**src/hw/rtl/rbia_pkg.sv**
```systemverilog
// shared constants and codes for the rotating bitmap id allocator
package rbia_pkg;

  localparam int unsigned NumIdsDefault = 1024;
  localparam int unsigned IdWidth       = 24;
  localparam int unsigned WordWidthMax  = 32;

  localparam logic [IdWidth-1:0] IdMaskReset = {IdWidth{1'b1}};

  localparam logic CmdAlloc = 1'b0;
  localparam logic CmdFree  = 1'b1;

  localparam logic StatusOk   = 1'b0;
  localparam logic StatusFull = 1'b1;

endpackage

```
**src/hw/rtl/rotating_bitmap_id_allocator_core.sv**
```systemverilog
// rotating bitmap id allocator: word-wide used map in a synchronous ram
//
// The used map lives in one RAM of NUM_IDS/32 words (fewer bits per word when
// NUM_IDS is below 32) with a registered read. One transaction is worked on at
// a time. A free reads the map word in the accepting cycle; in the evaluate state
// it writes the word back and loads the result register once the result register
// is free. An allocate reads the word under the search pointer and then each
// further word in turn until it finds a free entry; a search that wraps rereads
// the map from word 0. A stalled result delays the write back. After reset the
// map is cleared by a pass over every map word, during which no input is
// accepted; id_mask writes are taken at any time and are always ready.
module rotating_bitmap_id_allocator_core #(
  parameter int unsigned NUM_IDS = rbia_pkg::NumIdsDefault
) (
  input  logic                         clk_i,
  input  logic                         rst_ni,
  // configuration
  input  logic                         cfg_valid_i,
  output logic                         cfg_ready_o,
  input  logic [rbia_pkg::IdWidth-1:0] cfg_wdata_i,
  // request channel
  input  logic                         in_valid_i,
  output logic                         in_stall_o,
  input  logic                         command_i,
  input  logic [rbia_pkg::IdWidth-1:0] id_i,
  // result channel
  output logic                         out_valid_o,
  input  logic                         out_stall_i,
  output logic                         status_o,
  output logic [rbia_pkg::IdWidth-1:0] assigned_id_o
);

  localparam int unsigned IdW   = rbia_pkg::IdWidth;
  localparam int unsigned IdxW  = $clog2(NUM_IDS);
  localparam int unsigned WordW = (NUM_IDS < rbia_pkg::WordWidthMax) ? NUM_IDS
                                                                      : rbia_pkg::WordWidthMax;
  localparam int unsigned Words = NUM_IDS / WordW;
  localparam int unsigned BitW  = $clog2(WordW);
  localparam int unsigned AddrW = (Words > 1) ? $clog2(Words) : 1;
  localparam logic [AddrW-1:0] LastWord = AddrW'(Words - 1);

  typedef enum logic [1:0] {
    StClear,
    StIdle,
    StEval
  } state_e;

  state_e            state_q, state_d;
  logic [AddrW-1:0]  clr_q, clr_d;
  logic [AddrW-1:0]  word_q, word_d;
  logic [BitW-1:0]   bit_q, bit_d;
  logic              first_q, first_d;
  logic              wrap_q, wrap_d;
  logic              cmd_q, cmd_d;
  logic [IdxW-1:0]   ptr_q, ptr_d;
  logic [IdW-1:0]    gen_q, gen_d;
  logic [IdW-1:0]    mask_q, mask_d;
  logic              out_valid_q, out_valid_d;
  logic              status_q, status_d;
  logic [IdW-1:0]    assigned_q, assigned_d;

  // used map ram
  logic [WordW-1:0]  mem_q [Words];
  logic              rd_en;
  logic [AddrW-1:0]  rd_addr;
  logic [WordW-1:0]  rd_data_q;
  logic              wr_en;
  logic [AddrW-1:0]  wr_addr;
  logic [WordW-1:0]  wr_data;

  always_ff @(posedge clk_i) begin
    if (wr_en) begin
      mem_q[wr_addr] <= wr_data;
    end
    if (rd_en) begin
      rd_data_q <= mem_q[rd_addr];
    end
  end

  logic [IdxW-1:0]   id_idx;
  logic [AddrW-1:0]  id_word, ptr_word;
  logic [BitW-1:0]   id_bit, ptr_bit;
  logic [WordW-1:0]  start_mask, free_vec;
  logic              found;
  logic [BitW-1:0]   found_bit;
  logic [IdxW-1:0]   slot;
  logic [IdW-1:0]    gen_bump;
  logic              out_free;

  assign id_idx   = id_i[IdxW-1:0];
  assign id_word  = AddrW'(id_idx >> BitW);
  assign id_bit   = id_idx[BitW-1:0];
  assign ptr_word = AddrW'(ptr_q >> BitW);
  assign ptr_bit  = ptr_q[BitW-1:0];

  // only the first word of the first pass skips entries below the pointer
  assign start_mask = first_q ? ({WordW{1'b1}} << bit_q) : {WordW{1'b1}};
  assign free_vec   = ~rd_data_q & start_mask;

  always_comb begin
    found     = 1'b0;
    found_bit = '0;
    for (int i = WordW - 1; i >= 0; i--) begin
      if (free_vec[i]) begin
        found     = 1'b1;
        found_bit = BitW'(i);
      end
    end
  end

  assign slot     = IdxW'({word_q, found_bit});
  assign gen_bump = (gen_q + IdW'(NUM_IDS)) & mask_q;
  assign out_free = !out_valid_q || !out_stall_i;

  always_comb begin
    state_d     = state_q;
    clr_d       = clr_q;
    word_d      = word_q;
    bit_d       = bit_q;
    first_d     = first_q;
    wrap_d      = wrap_q;
    cmd_d       = cmd_q;
    ptr_d       = ptr_q;
    gen_d       = gen_q;
    mask_d      = cfg_valid_i ? cfg_wdata_i : mask_q;
    out_valid_d = out_valid_q && out_stall_i;
    status_d    = status_q;
    assigned_d  = assigned_q;
    rd_en       = 1'b0;
    rd_addr     = '0;
    wr_en       = 1'b0;
    wr_addr     = '0;
    wr_data     = '0;

    case (state_q)
      StClear: begin
        wr_en   = 1'b1;
        wr_addr = clr_q;
        clr_d   = clr_q + AddrW'(1);
        if (clr_q == LastWord) begin
          state_d = StIdle;
        end
      end

      StIdle: begin
        if (in_valid_i) begin
          rd_en   = 1'b1;
          cmd_d   = command_i;
          first_d = 1'b1;
          wrap_d  = 1'b0;
          state_d = StEval;
          if (command_i == rbia_pkg::CmdFree) begin
            rd_addr = id_word;
            bit_d   = id_bit;
          end else begin
            rd_addr = ptr_word;
            bit_d   = ptr_bit;
          end
          word_d = rd_addr;
        end
      end

      StEval: begin
        if (cmd_q == rbia_pkg::CmdFree) begin
          if (out_free) begin
            wr_en       = 1'b1;
            wr_addr     = word_q;
            wr_data     = rd_data_q & ~(WordW'(1) << bit_q);
            gen_d       = gen_bump;
            out_valid_d = 1'b1;
            status_d    = rbia_pkg::StatusOk;
            assigned_d  = '0;
            state_d     = StIdle;
          end
        end else if (found) begin
          if (out_free) begin
            wr_en       = 1'b1;
            wr_addr     = word_q;
            wr_data     = rd_data_q | (WordW'(1) << found_bit);
            ptr_d       = slot + IdxW'(1);
            out_valid_d = 1'b1;
            status_d    = rbia_pkg::StatusOk;
            assigned_d  = IdW'(slot) | gen_q;
            state_d     = StIdle;
          end
        end else if (word_q != LastWord) begin
          rd_en   = 1'b1;
          rd_addr = word_q + AddrW'(1);
          word_d  = rd_addr;
          first_d = 1'b0;
        end else if (!wrap_q) begin
          // nothing at or above the pointer: new generation, rescan from zero
          gen_d   = gen_bump;
          wrap_d  = 1'b1;
          rd_en   = 1'b1;
          rd_addr = '0;
          word_d  = '0;
          first_d = 1'b0;
        end else if (out_free) begin
          out_valid_d = 1'b1;
          status_d    = rbia_pkg::StatusFull;
          assigned_d  = '0;
          state_d     = StIdle;
        end
      end

      default: begin
        state_d = StIdle;
      end
    endcase
  end

  always_ff @(posedge clk_i or negedge rst_ni) begin
    if (!rst_ni) begin
      state_q     <= StClear;
      clr_q       <= '0;
      ptr_q       <= '0;
      gen_q       <= '0;
      mask_q      <= rbia_pkg::IdMaskReset;
      out_valid_q <= 1'b0;
    end else begin
      state_q     <= state_d;
      clr_q       <= clr_d;
      ptr_q       <= ptr_d;
      gen_q       <= gen_d;
      mask_q      <= mask_d;
      out_valid_q <= out_valid_d;
    end
  end

  always_ff @(posedge clk_i) begin
    word_q     <= word_d;
    bit_q      <= bit_d;
    first_q    <= first_d;
    wrap_q     <= wrap_d;
    cmd_q      <= cmd_d;
    status_q   <= status_d;
    assigned_q <= assigned_d;
  end

  assign cfg_ready_o   = 1'b1;
  assign in_stall_o    = (state_q != StIdle);
  assign out_valid_o   = out_valid_q;
  assign status_o      = status_q;
  assign assigned_id_o = assigned_q;

endmodule

```
**config.mk**
```make
export PLATFORM = sky130hd
export DESIGN_NAME = rotating_bitmap_id_allocator_core
export DESIGN_NICKNAME = d
export VERILOG_FILES = /design/src/hw/rtl/rbia_pkg.sv /design/src/hw/rtl/rotating_bitmap_id_allocator_core.sv
export SDC_FILE = /design/constraint.sdc
export NUM_CORES = 1
export LEC_CHECK = 0
export BUFFER_PORTS_ARGS = -buffer_cell sky130_fd_sc_hd__buf_2
export CORE_MARGIN = 2
export CORE_UTILIZATION = 55
export DETAILED_ROUTE_END_ITERATION = 8
export PLACE_DENSITY = 0.7
export SLEW_MARGIN = 20
export SYNTH_ARGS = -nofsm -noshare
export SYNTH_HDL_FRONTEND = slang
export SYNTH_SLANG_ARGS = --single-unit
```
**constraint.sdc**
```tcl
create_clock -name clk_i -period 5.99 [get_ports clk_i]
set_input_delay 0.2995 -clock clk_i [delete_from_list [all_inputs] [get_ports clk_i]]
set_output_delay 0.2995 -clock clk_i [all_outputs]
set_load 0.005 [all_outputs]
```
* After elaboration in Yosys (flattened, before gate mapping) *
Memories as Yosys holds them, arrays and structs flattened. A register that Yosys moved wholly into a read port is not among the register bits.
Index checks and enable logic that the tools add are counted.

operators by class
  add/sub/neg operators = 4
  reduce and logical (&&, ||, !) cells = 16
  shift-type cells = 3
  eq/ne operators = 19
  bitwise logic cells = 8
  mux-type cells = 141

operators with widths
  cell                    count
  $mux 24                 11
  $mux 5                  46
  $mux 32                 6
  $and 32x32->32          2
  $not 32->32             2
  $shl 1x5->32 const A    2
  $mux 1                  63
  $or 32x32->32           1
  $shl 32x5->32 const A   1
  $pmux 5 s2              3
  $add 24x11->24 const B  1
  $and 24x24->24          1
  $or 10x24->24           1
  $reduce_and 4->1        4
  $reduce_and 5->1        3
  $mux 2                  7
  $ne 2x2->1 const B      7
  $add 10x1->10 const B   1
  $add 5x1->5 const B     2
  $ne 4x4->1 const B      2
  $pmux 1 s2              4
  $ne 2x1->1 const B      3
  $ne 3x3->1 const B      2
  $pmux 2 s3              1
  13 further kinds        15

word-level totals
  bits of input ports = 54
  output and inout port bits = 28
  word-level logic and storage cells = 205
  RAM bits = 1024
  memories = 1
  register bits after elaboration = 104

memories
  name   words  width  rd ports  clocked after Yosys merged registers in  write ports  line                                     RTL
  mem_q  32     32     1         1                                        1            rotating_bitmap_id_allocator_core.sv:63  logic [WordW-1:0] mem_q [Words];

* Depth between registers and ports, before layout *
Gate-level depths: netlist of the first run.

  word-level depth = 41
  gate-level depth with buffers = 15
  depth with buffers taken out = 12

* Worst setup path after synthesis of the first run *
Ideal clock, no wire load.

  path type = reg2reg
  from = register bit_q[3]
  to = memory mem_q[4][0] (netlist name), enable pin
  stages on the path, launching flop included = 12
  setup slack = 1.381 ns
  arrival time = 4.188 ns
  clock period less this slack = 4.609 ns
  path buffers = 1
  library setup time = 0.421 ns
  path through = edfxtp_1 or4_1 a21oi_1 a2111o_1 nor4_4 a311oi_1 clkbuf_1 nand2_1 o22a_1 o32a_1 or2_1 nor2_1

between the ends
  cells in the longest elaborated chain, start to end = 40

RTL lines
  element                       line                                      RTL
  from (decl)                   rotating_bitmap_id_allocator_core.sv:51   logic [BitW-1:0] bit_q, bit_d;
  from (signal assigned)        rotating_bitmap_id_allocator_core.sv:233  bit_q <= bit_d;
  $shl 32x5->32 *               rotating_bitmap_id_allocator_core.sv:97   assign start_mask = first_q ? ({WordW{1'b1}} << bit_q) : {WordW{1'b1}};
  $mux 32 *                     rotating_bitmap_id_allocator_core.sv:97
  $and 32x32->32 *              rotating_bitmap_id_allocator_core.sv:98   assign free_vec = ~rd_data_q & start_mask;
  $mux 1 (31 in series)         rotating_bitmap_id_allocator_core.sv:104  if (free_vec[i]) begin
  $mux 1 *                      rotating_bitmap_id_allocator_core.sv:104
  $mux 1                        rotating_bitmap_id_allocator_core.sv:175  end else if (found) begin
  $mux 1                        rotating_bitmap_id_allocator_core.sv:164  if (cmd_q == rbia_pkg::CmdFree) begin
  $pmux 1 s2                    rotating_bitmap_id_allocator_core.sv:135  case (state_q)
  $mux 1                        rotating_bitmap_id_allocator_core.sv:72   if (wr_en) begin
  $mux 1 (implied by the code)  rotating_bitmap_id_allocator_core.sv:73   mem_q[wr_addr] <= wr_data;
  to (decl)                     rotating_bitmap_id_allocator_core.sv:63

Every way passes the cells marked *; elsewhere a longest branch is shown, timed or not.

* Worst setup path in the final report of the first run *
  from = register bit_q[4]
  to = memory mem_q[22][12] (netlist name), data pin

between the ends
  cells in the longest elaborated chain, start to end = 41

RTL lines
  element                line                                      RTL
  $shl 32x5->32          rotating_bitmap_id_allocator_core.sv:97
  $mux 32                rotating_bitmap_id_allocator_core.sv:97
  $and 32x32->32         rotating_bitmap_id_allocator_core.sv:98
  $mux 5 (32 in series)  rotating_bitmap_id_allocator_core.sv:104
  $shl 1x5->32           rotating_bitmap_id_allocator_core.sv:179  wr_data = rd_data_q | (WordW'(1) << found_bit);
  $or 32x32->32          rotating_bitmap_id_allocator_core.sv:179
  $mux 32                rotating_bitmap_id_allocator_core.sv:176  if (out_free) begin
  $mux 32                rotating_bitmap_id_allocator_core.sv:175
  $mux 32 *              rotating_bitmap_id_allocator_core.sv:164
  $mux 32 *              rotating_bitmap_id_allocator_core.sv:135
  via wr_data[12]        rotating_bitmap_id_allocator_core.sv:69   logic [WordW-1:0] wr_data;

Mark *: on every way through the listed nets, which the timed path passes. The rest lies on a longest branch.

==> results.txt, run 1 <==
The flow ran to the end, and the final reports show no timing, DRC or antenna violations. The total power consumption of the routed design was 23.61 mW; the number of global-route vias before repair was 30220. Row count: 108. The number of buffers inserted by port buffering was 66. The die boundary height is 299.1 um, and the global-route congestion overflow total is 0.

For this design the ratio of total power to cell area is 432.5 mW/mm2. The critical path ends at mem_q[22][12]. 0 antenna diodes ended up in the layout. The logs give 0 for the count of buffers added by post-CTS timing repair for setup and 0.05458 mm2 for the final instance area. The portion of the clock cycle consumed by the worst path in the final layout was 0.9339; the cell count after placement was 4707. Detailed routing inserted a total of 31720 vias.

Counting cells, the worst reg-to-reg path comes to 11. The region available for standard cell placement spans 0.08648 mm2. In this run the worst setup path begins at bit_q[4]. The hold-fix buffer count after cts is 33, and the number of gates resized after CTS is 0. Number of buffers created by CTS: 111.

The slew at the pin closest to its max-slew limit is 1.053 ns. For this run, the number of Yosys warnings is 0. The routability congestion estimate from global placement came out at 0.9925.

The logs give 6.05 ns for the endpoint arrival time on the critical path and 3582 for the cell count after synthesis. The portion of total power attributed to sequential cells came out at 0.457. Type of element capturing the critical path: a flip-flop. For the worst setup path, the data required time is 6.45 ns. For the total net switching power, the log shows 7.726 mW. The initial antenna violation count came out at 0. TritonCTS built the clock tree. The run gives 178.8 MHz as the upper clock frequency limit. The average cell area after synthesis works out to 13.37 um2. The share of post-route cells with drive strength above 1 is 0.1418, and the number of flops mapped to enable cells by yosys is 1094. After clock tree synthesis, the clock-pin slew on the worst setup and hold paths is 0.06 ns.

For this run, the number of standard cells in the final layout without fillers is 4942. In the final routed layout, each cell accounts on average for 26.77 um. After detailed routing, the number of vias per cell comes to 6.418. The final count of hold timing violations was 0.

Summed over all cells, the static leakage comes to 18.17 nW. The proportion of total power due to net switching is 0.3272. Between clock sinks in the finished design, the worst skew comes to 0.03372 ns.

The tools report the number of setup violations in the final report as 0. STA classifies the critical path startpoint as a flip-flop. The worst slew slack as a fraction of its limit is 0.2938.

Worst hold path stage count: 3. Setup repair after global routing left no endpoint under its margin. For the total global-route track usage, the log shows 0.2932. In this run, distinct cell masters in the synthesized netlist total 73. The tools report the post-route setup TNS as 0 ns.

The area occupied by multi-input gates was 0.01270 mm2; the number of nets at the end of the flow was 3766. The run gives 0.03453 mm2 as the footprint of the flip-flops and latches. Along the worst path, the maximum fanout reaches 50.

The post-detailed-routing wire length was 132.3 mm. The logic gate share of total power came out at 0.253. The longest clock path from root to sink contains 3 buffers. The type of the worst setup path was reg2reg.

In this run the cell area of the synthesized design comes to 0.04790 mm2. For the die footprint, the log shows 0.08948 mm2. The worst path needs 5.594 ns of the cycle, external delays included. For the residual antenna-violating net count after detailed routing, the log shows 0. The run gives 0 as the count of pins over their slew limit.

Max-cap violation count: 0. The path type of the worst min-delay path was in2reg. In this run the critical register-to-register path is captured at mem_q[22][12]. The initial core utilization came out at 0.5539. Across all register-to-register paths, the minimum setup slack is 0.40 ns. The worst-case vdd ir drop is 345.7 uV. The cell area after placement came out at 0.05070 mm2. The share of flip-flops with an asynchronous set or reset was 0.05690; the remaining design rule violation count was 0. Sequential element share of the synthesized area: 0.7209. Entering global routing, the biggest net connects 137 pins. The run gives 15.88 mW as the internal power component. Pin placement for this block handled 82 I/O pins. Once detailed placement completed, the half-perimeter wirelength came to 75.36 mm. The width of the die came out at 299.1 um. For this block, the initial DRC count from the detailed router was 3959. The first global-routing pass estimated 194.7 mm of wire. The net count after synthesis came out at 3650. For this run, the leading register cell type out of synthesis is edfxtp_1. For this run, the detailed router's first-pass iteration total came to 6. The depth of the CTS H-tree is 3. Reg-to-reg critical path startpoint: bit_q[4]. The tree built by TritonCTS fans out to 1160 sinks. Cell at the root of the clock tree: clkbuf_16.

The number of flip-flops and latches in the synthesized netlist is 1160. Relative to the synthesized area, the layout overhead comes to 13.94%. The clock network latency to the later pin of the worst-skew pair is 0.71 ns. After filler insertion, the fill cell instance count of the layout stands at 6265. The run gives 0.290 as the clock network fraction of design power.
## flip-flops by register name, indices dropped and copies added, names as in the netlist
| register | cells |
|---|---|
| assigned_id_o | 24 |
| bit_q | 5 |
| clr_q | 5 |
| cmd_q | 1 |
| first_q | 1 |
| gen_q | 24 |
| mask_q | 24 |
| mem_q | 1024 |
| out_valid_o | 1 |
| ptr_q | 10 |
| rd_data_q | 32 |
| state_q | 2 |
| status_o | 1 |
| word_q | 5 |
| wrap_q | 1 |
## cells by family after synthesis
group / synth area share
adders and majority gates: 0.003657
other: 0.00007828
and+or+nand+nor: 0.09661
AOI/OAI and AO/OA: 0.1347
buffers and inverters: 0.02471
DFF: 0.7209
muxes: 0.01716
xor gates and xnor gates: 0.002194
## stage by stage
stage                     hold WS [ns]    util  setup slack (ns)
after global placement          0.4581  0.5861            0.7559
after floorplan               0.003909       -             1.381
final                          0.09947  0.6312            0.3957
after detailed placement        0.4668  0.5862            0.6052
after global routing            0.1012  0.6312            0.1585
after CTS                      0.04065  0.6311            0.5292
## area by class of cell
class                   instances  share of cell area
repair buffers                260             0.04181
clock inverters                62             0.01135
clock buffers                 140             0.05366
multi-input cells            2145              0.2326
well taps                    1155             0.02648
flip-flops and latches       1160              0.6326
inverters                      20            0.001421
## metal layers
| layer | routed length, um | GRT usage | vias up | share of wire |
|---|---|---|---|---|
| met5 | 0 | 0 | - | 0 |
| met3 | 12980 | 0.04878 | 279 | 0.098 |
| met4 | 4651 | 0.1064 | 0 | 0.035 |
| met2 | 62950 | 0.4723 | 1687 | 0.48 |
| met1 | 51710 | 0.4071 | 15800 | 0.39 |
| li1 | - | - | 13950 | - |
## how the worst min path moves through the flow
stage	endpoint	from	slack (ns)
floorplan	clr_q[0]	rst_ni	0.004
global placement	ptr_q[0]	ptr_q[0]	0.46
detailed placement	ptr_q[0]	ptr_q[0]	0.47
CTS	word_q[4]	id_i[9]	0.04
global route	word_q[4]	id_i[9]	0.10
finish	word_q[4]	id_i[9]	0.1
## synth_stat cells, drive strengths merged, types with 12 or more instances
cell,number,area (um2)
a21boi,128,960.9
a21oi,292,1461
a31oi,12,75.07
a32oi,96,840.8
and2,14,87.58
buf,75,422.9
clkbuf,182,685.7
dfrtp,42,1051
dfstp,24,630.6
edfxtp,1094,32850
ha,14,175.2
inv,19,71.32
mux2,33,371.6
mux2i,45,450.4
nand2,612,2300
nand2b,12,75.07
nand3,53,265.3
nand3b,77,578.1
nand4,13,81.33
nor2,67,251.5
nor2b,20,125.1
nor4,95,609.3
o211ai,72,540.5
o21a,12,90.09
o21ai,259,1296
o22ai,101,631.9
## cell usage in the layout (no fill, tap or decap), drive strengths merged, types with 95 or more instances in the layout
cell type  instances
buf              227
clkbuf           140
a21oi            292
o21ai            259
o22ai            101
edfxtp          1094
a32oi             96
a21boi           128
nand2            612
nor4              95
## power groups by stage
| stage | combinational, mW | sequential, mW | clock (mW) |
|---|---|---|---|
| floorplan | 3.33 | 10.8 | 0 |
| global placement | 5.73 | 10.9 | 0 |
| detailed placement | 5.84 | 10.9 | 0 |
| CTS | 5.88 | 10.8 | 6.94 |
| global route | 6.37 | 10.8 | 7.24 |
| finish | 5.97 | 10.8 | 6.86 |
## worst max-delay path, stage by stage (launching register included)
cell,delay (ns)
edfxtp_1,0.69
or4_1,0.66
a21oi_1,0.31
a2111o_1,0.25
nor4_4,0.11
and2_1,0.22
nor2_4,0.80
nand3_2,0.52
nor3_1,0.97
a21oi_1,0.19
a21oi_2,0.24
buf_4,0.37
Note: power is estimated with default switching activity, not from simulation.
==> run 2, diff against run 1 <==
Settings changed: ABC_AREA set to 1.
==> results.txt, run 2 <==
Largest net degree at the start of global routing: 133 (-2.9%). The logs give 0 (unchanged) for the total of warnings raised by yosys and 0 (unchanged) for the residual antenna-violating net count after detailed routing. The total number of clock tree sinks is 1160 (unchanged).

The startpoint identified for the worst register-to-register timing path is bit_q[2]. The width of the die was 309.8 um (+3.6%). The slew at the pin closest to its max-slew limit came out at 0.9536 ns (-0.09934 ns). The tools report the hold-fix buffer count after cts as 33 (unchanged). The row count is 112 (+3.7%), and the total power divided by cell area is 420.2 mW/mm2 (-2.9%). The initial core utilization came out at 0.5528 (-0.001075). The portion of the clock cycle consumed by the worst path in the final layout was 0.8411 (-0.09279); the worst slack at placement was 1.199 ns (+0.5940 ns).

The logs give 4981 (+39%) for the cell count after synthesis and 354.0 uV (+2.4%) for the worst-case vdd ir drop. By area the synthesized netlist is led by edfxtp_1, nand2_1, nand3_1, inv_1, dfrtp_1. The first-pass iteration count of the detailed router is 6 (unchanged), and the largest clock skew in the final design is 0.03332 ns (-0.0004002 ns). The total net switching power is 8.095 mW (+4.8%). The clock-pin slew on the worst setup and hold paths is 0.06 ns (about the same). The most common library cell in the layout ignoring fill and taps was nand2_1. The path class of the tightest hold or removal check is in2reg.

The post-route setup TNS is 0 ns (unchanged). The number of flip-flops under the largest register name is 1024 (unchanged), and the initial antenna violation count is 0 (unchanged). The type of the worst setup path is reg2reg. The endpoint arrival time on the critical path was 5.41 ns (-0.64 ns); the placed wire-length estimate after detailed placement was 73.39 mm (-2.6%).

The total global-route track usage came out at 0.2865 (-0.006753). Worst hold path startpoint: id_i[5]. The number of flops mapped to enable cells by yosys works out to 1094 (unchanged).

The largest registers in the layout are mem_q x1024, rd_data_q x32. The logs give 82 (unchanged) for the boundary pin count and 47 (-36%) for the number of distinct standard cells referenced by the synthesized netlist. The run finished with clean final reports. Layout overhead on the synthesized area: 11.89%. The die boundary height came out at 309.8 um (+3.6%). The minimum clock period after layout was 5.038 ns (-0.5558 ns); the final count of hold timing violations was 0 (unchanged).

The routed wire length per instance came out at 21.40 um (-20%). The most used flip-flop cell after synthesis is edfxtp_1. For the depth of the CTS H-tree, the log shows 3 (unchanged). The worst setup path is launched from a flip-flop. The number of gates resized after CTS came out at 0 (unchanged). TritonCTS built the clock tree. The net count after synthesis is 5049 (+38%), and the share of flip-flops with an asynchronous set or reset is 0.05690 (unchanged). The tools report the cell at the root of the clock tree as clkbuf_16. The total standard cell area after synthesis came out at 0.05144 mm2 (+7.4%). The logs give 0 (unchanged) for the global-route congestion overflow total and 7198 (+15%) for the total of fill cells in the finished design. The logs give 0.9191 (-7.4%) for the routability congestion estimate from global placement and 0.95 ns (+0.56 ns) for the internal reg-to-reg setup slack.

The tools report the worst setup path startpoint as bit_q[2]. The number of flip-flops and latches in the synthesized netlist works out to 1160 (unchanged). For the upper clock frequency limit, the log shows 198.5 MHz (+11%).

The run gives 16.09 mW (+1.3%) as the internal power component. The logs give 3 (unchanged) for the maximum buffer depth of the clock tree and 33610 (+11%) for the number of global-route vias before repair. The tools report the die footprint as 0.09599 mm2 (+7.3%). The proportion of total power due to net switching works out to 0.3347 (+0.007447).

Most numerous cell in the Yosys netlist: nand2_1. The number of buffers inserted by port buffering is 66 (unchanged). The commonest cells after synthesis are nand2_1, edfxtp_1, nand3_1.

The share of post-route cells with drive strength above 1 was 0.09056 (-0.05125). Slack of the critical path: 0.9515 ns (+0.5558 ns). The worst slew slack as a fraction of its limit was 0.3636 (+0.06976); the logic gate share of total power was 0.264 (+0.011). In the layout the commonest cells are nand2_1, edfxtp_1, nand3_1. The average cell area after synthesis was 10.33 um2 (-23%); the count of pins over their slew limit was 0 (unchanged). The number of setup violations in the final report was 0 (unchanged).

The number of buffers created by CTS was 114 (+2.7%); the core outline area was 0.09305 mm2 (+7.6%). Type of element capturing the critical path: a flip-flop. The area share of the largest cell type after synthesis came out at 0.6386 (-0.04715).

The run gives 6.36 ns (-0.09 ns) as the data required time at the worst endpoint. The max-cap violation count is 0 (unchanged), and the clock network fraction of design power is 0.289 (about the same). The routed via count divided by cell count is 5.604 (-13%), and the count of buffers added by post-CTS timing repair for setup is 0 (unchanged). The maximum fanout along the worst path is 20 (-60%), and the cell area after placement is 0.05356 mm2 (+5.6%). Setup repair after global routing left no endpoint under its margin. The number of nets at the end of the flow is 5118 (+36%). The leakage power was 23.53 nW (+29%).

The wire length of the first global-routing pass is 204.8 mm (+5.2%), and the sequential element share of the synthesized area is 0.6713 (-0.04957). The largest total area in the synthesized netlist belongs to edfxtp_1. The portion of total power attributed to sequential cells is 0.447 (-0.010).

The remaining design rule violation count was 0 (unchanged). The run gives 0.05756 mm2 (+5.4%) as the final instance area. Register with the highest flop count: mem_q.

The run gives 35870 (+13%) as the routed via count. The initial detailed-routing violation count is 4334 (+9.5%), and the clock network latency to the later pin of the worst-skew pair is 0.70 ns (about the same). Post-detailed-routing wire length: 137.0 mm (+3.6%).
run 2: cell count changes in the layout (fill, tap and decap cells not counted), moves of 96 or more:
cell      change
nand3_1     +680
a32oi_1      -96
o21ai_0     -155
a21oi_1     -210
nand2_1    +1176
a21boi_0    -123
inv_1       +536
run 2: kinds of logic after synthesis:
group                      count (synthesis)  synth area share
and+or+nand+nor                         2748            0.2276
DFF                                     1160            0.6713
buffers and inverters                    824           0.06934
AOI/OAI and AO/OA                        212           0.02381
muxes                                     17          0.003600
adders and majority gates                 14          0.003405
xor gates and xnor gates                   5         0.0008513
other                                      1        0.00007290
run 2: final cells by class:
type                       instances  area [um2]  area share
antenna                            2       5.005  0.00008695
clock buffer                     136        2977     0.05172
clock inverter                    76       661.9     0.01150
inverter                         560        2113     0.03672
multi-input combinational       2997       13760      0.2390
sequential                      1160       34530      0.6000
tap                             1254        1569     0.02726
timing repair buffer             217        1942     0.03374
run 2: per-stage QoR:
| stage | std cells | total power, mW | hold slack [ns] | util |
|---|---|---|---|---|
| 3_5_place_dp | 6154 | 17.21 | 0.4661 | 0.5756 |
| 4_1_cts | 6399 | 24.17 | 0.007763 | 0.6183 |
| 2_1_floorplan | 4981 | 14.69 | 0.003909 | - |
| 6_report | 6402 | 24.19 | 0.06727 | 0.6186 |
| 5_1_grt | 6400 | 25.21 | 0.06200 | 0.6185 |
| 3_3_place_gp | 6154 | 17.08 | 0.4620 | 0.5755 |
run 2: per-layer routing:
layer	share of wire	routed length, um	up-vias	global-route usage
met1	0.40	55280	17120	0.3912
met5	0	0	-	0
li1	-	-	16700	-
met2	0.47	64030	1715	0.4613
met4	0.042	5749	0	0.1203
met3	0.087	11940	338	0.04427
run 2: path summary, 6_finish.rpt:
path                                     end  depth (start not counted)
worst max-delay path            mem_q[11][1]                         17
worst min-delay path               word_q[0]                          3
worst max register to register  mem_q[11][1]                         17
worst min register to register      ptr_q[8]                          2
max in group asynchronous          gen_q[20]                          3
min in group asynchronous           ptr_q[1]                          3
run 2: power by group through the flow:
| stage | clock network, mW | registers (mW) | logic [mW] |
|---|---|---|---|
| after floorplan | 0 | 10.9 | 3.79 |
| after global placement | 0 | 10.9 | 6.14 |
| after detailed placement | 0 | 11.0 | 6.24 |
| after CTS | 7.06 | 10.8 | 6.29 |
| after global routing | 7.38 | 10.9 | 6.94 |
| final | 6.99 | 10.8 | 6.38 |
run 2: critical path, cell delays in order, from the launching register on:
cell	delay (ns)
edfxtp_1	0.66
nor2_2	0.19
nand2_1	0.16
nor2_1	0.09
o21ai_1	0.40
nand3_1	0.12
nor4_1	0.19
nand2_1	0.13
nor2_4	0.20
nand2_2	0.11
nor2_4	0.16
inv_1	0.08
nand2_1	0.28
o21ai_0	0.35
inv_1	0.21
nand3_1	0.39
nor2_4	0.70
buf_12	0.27
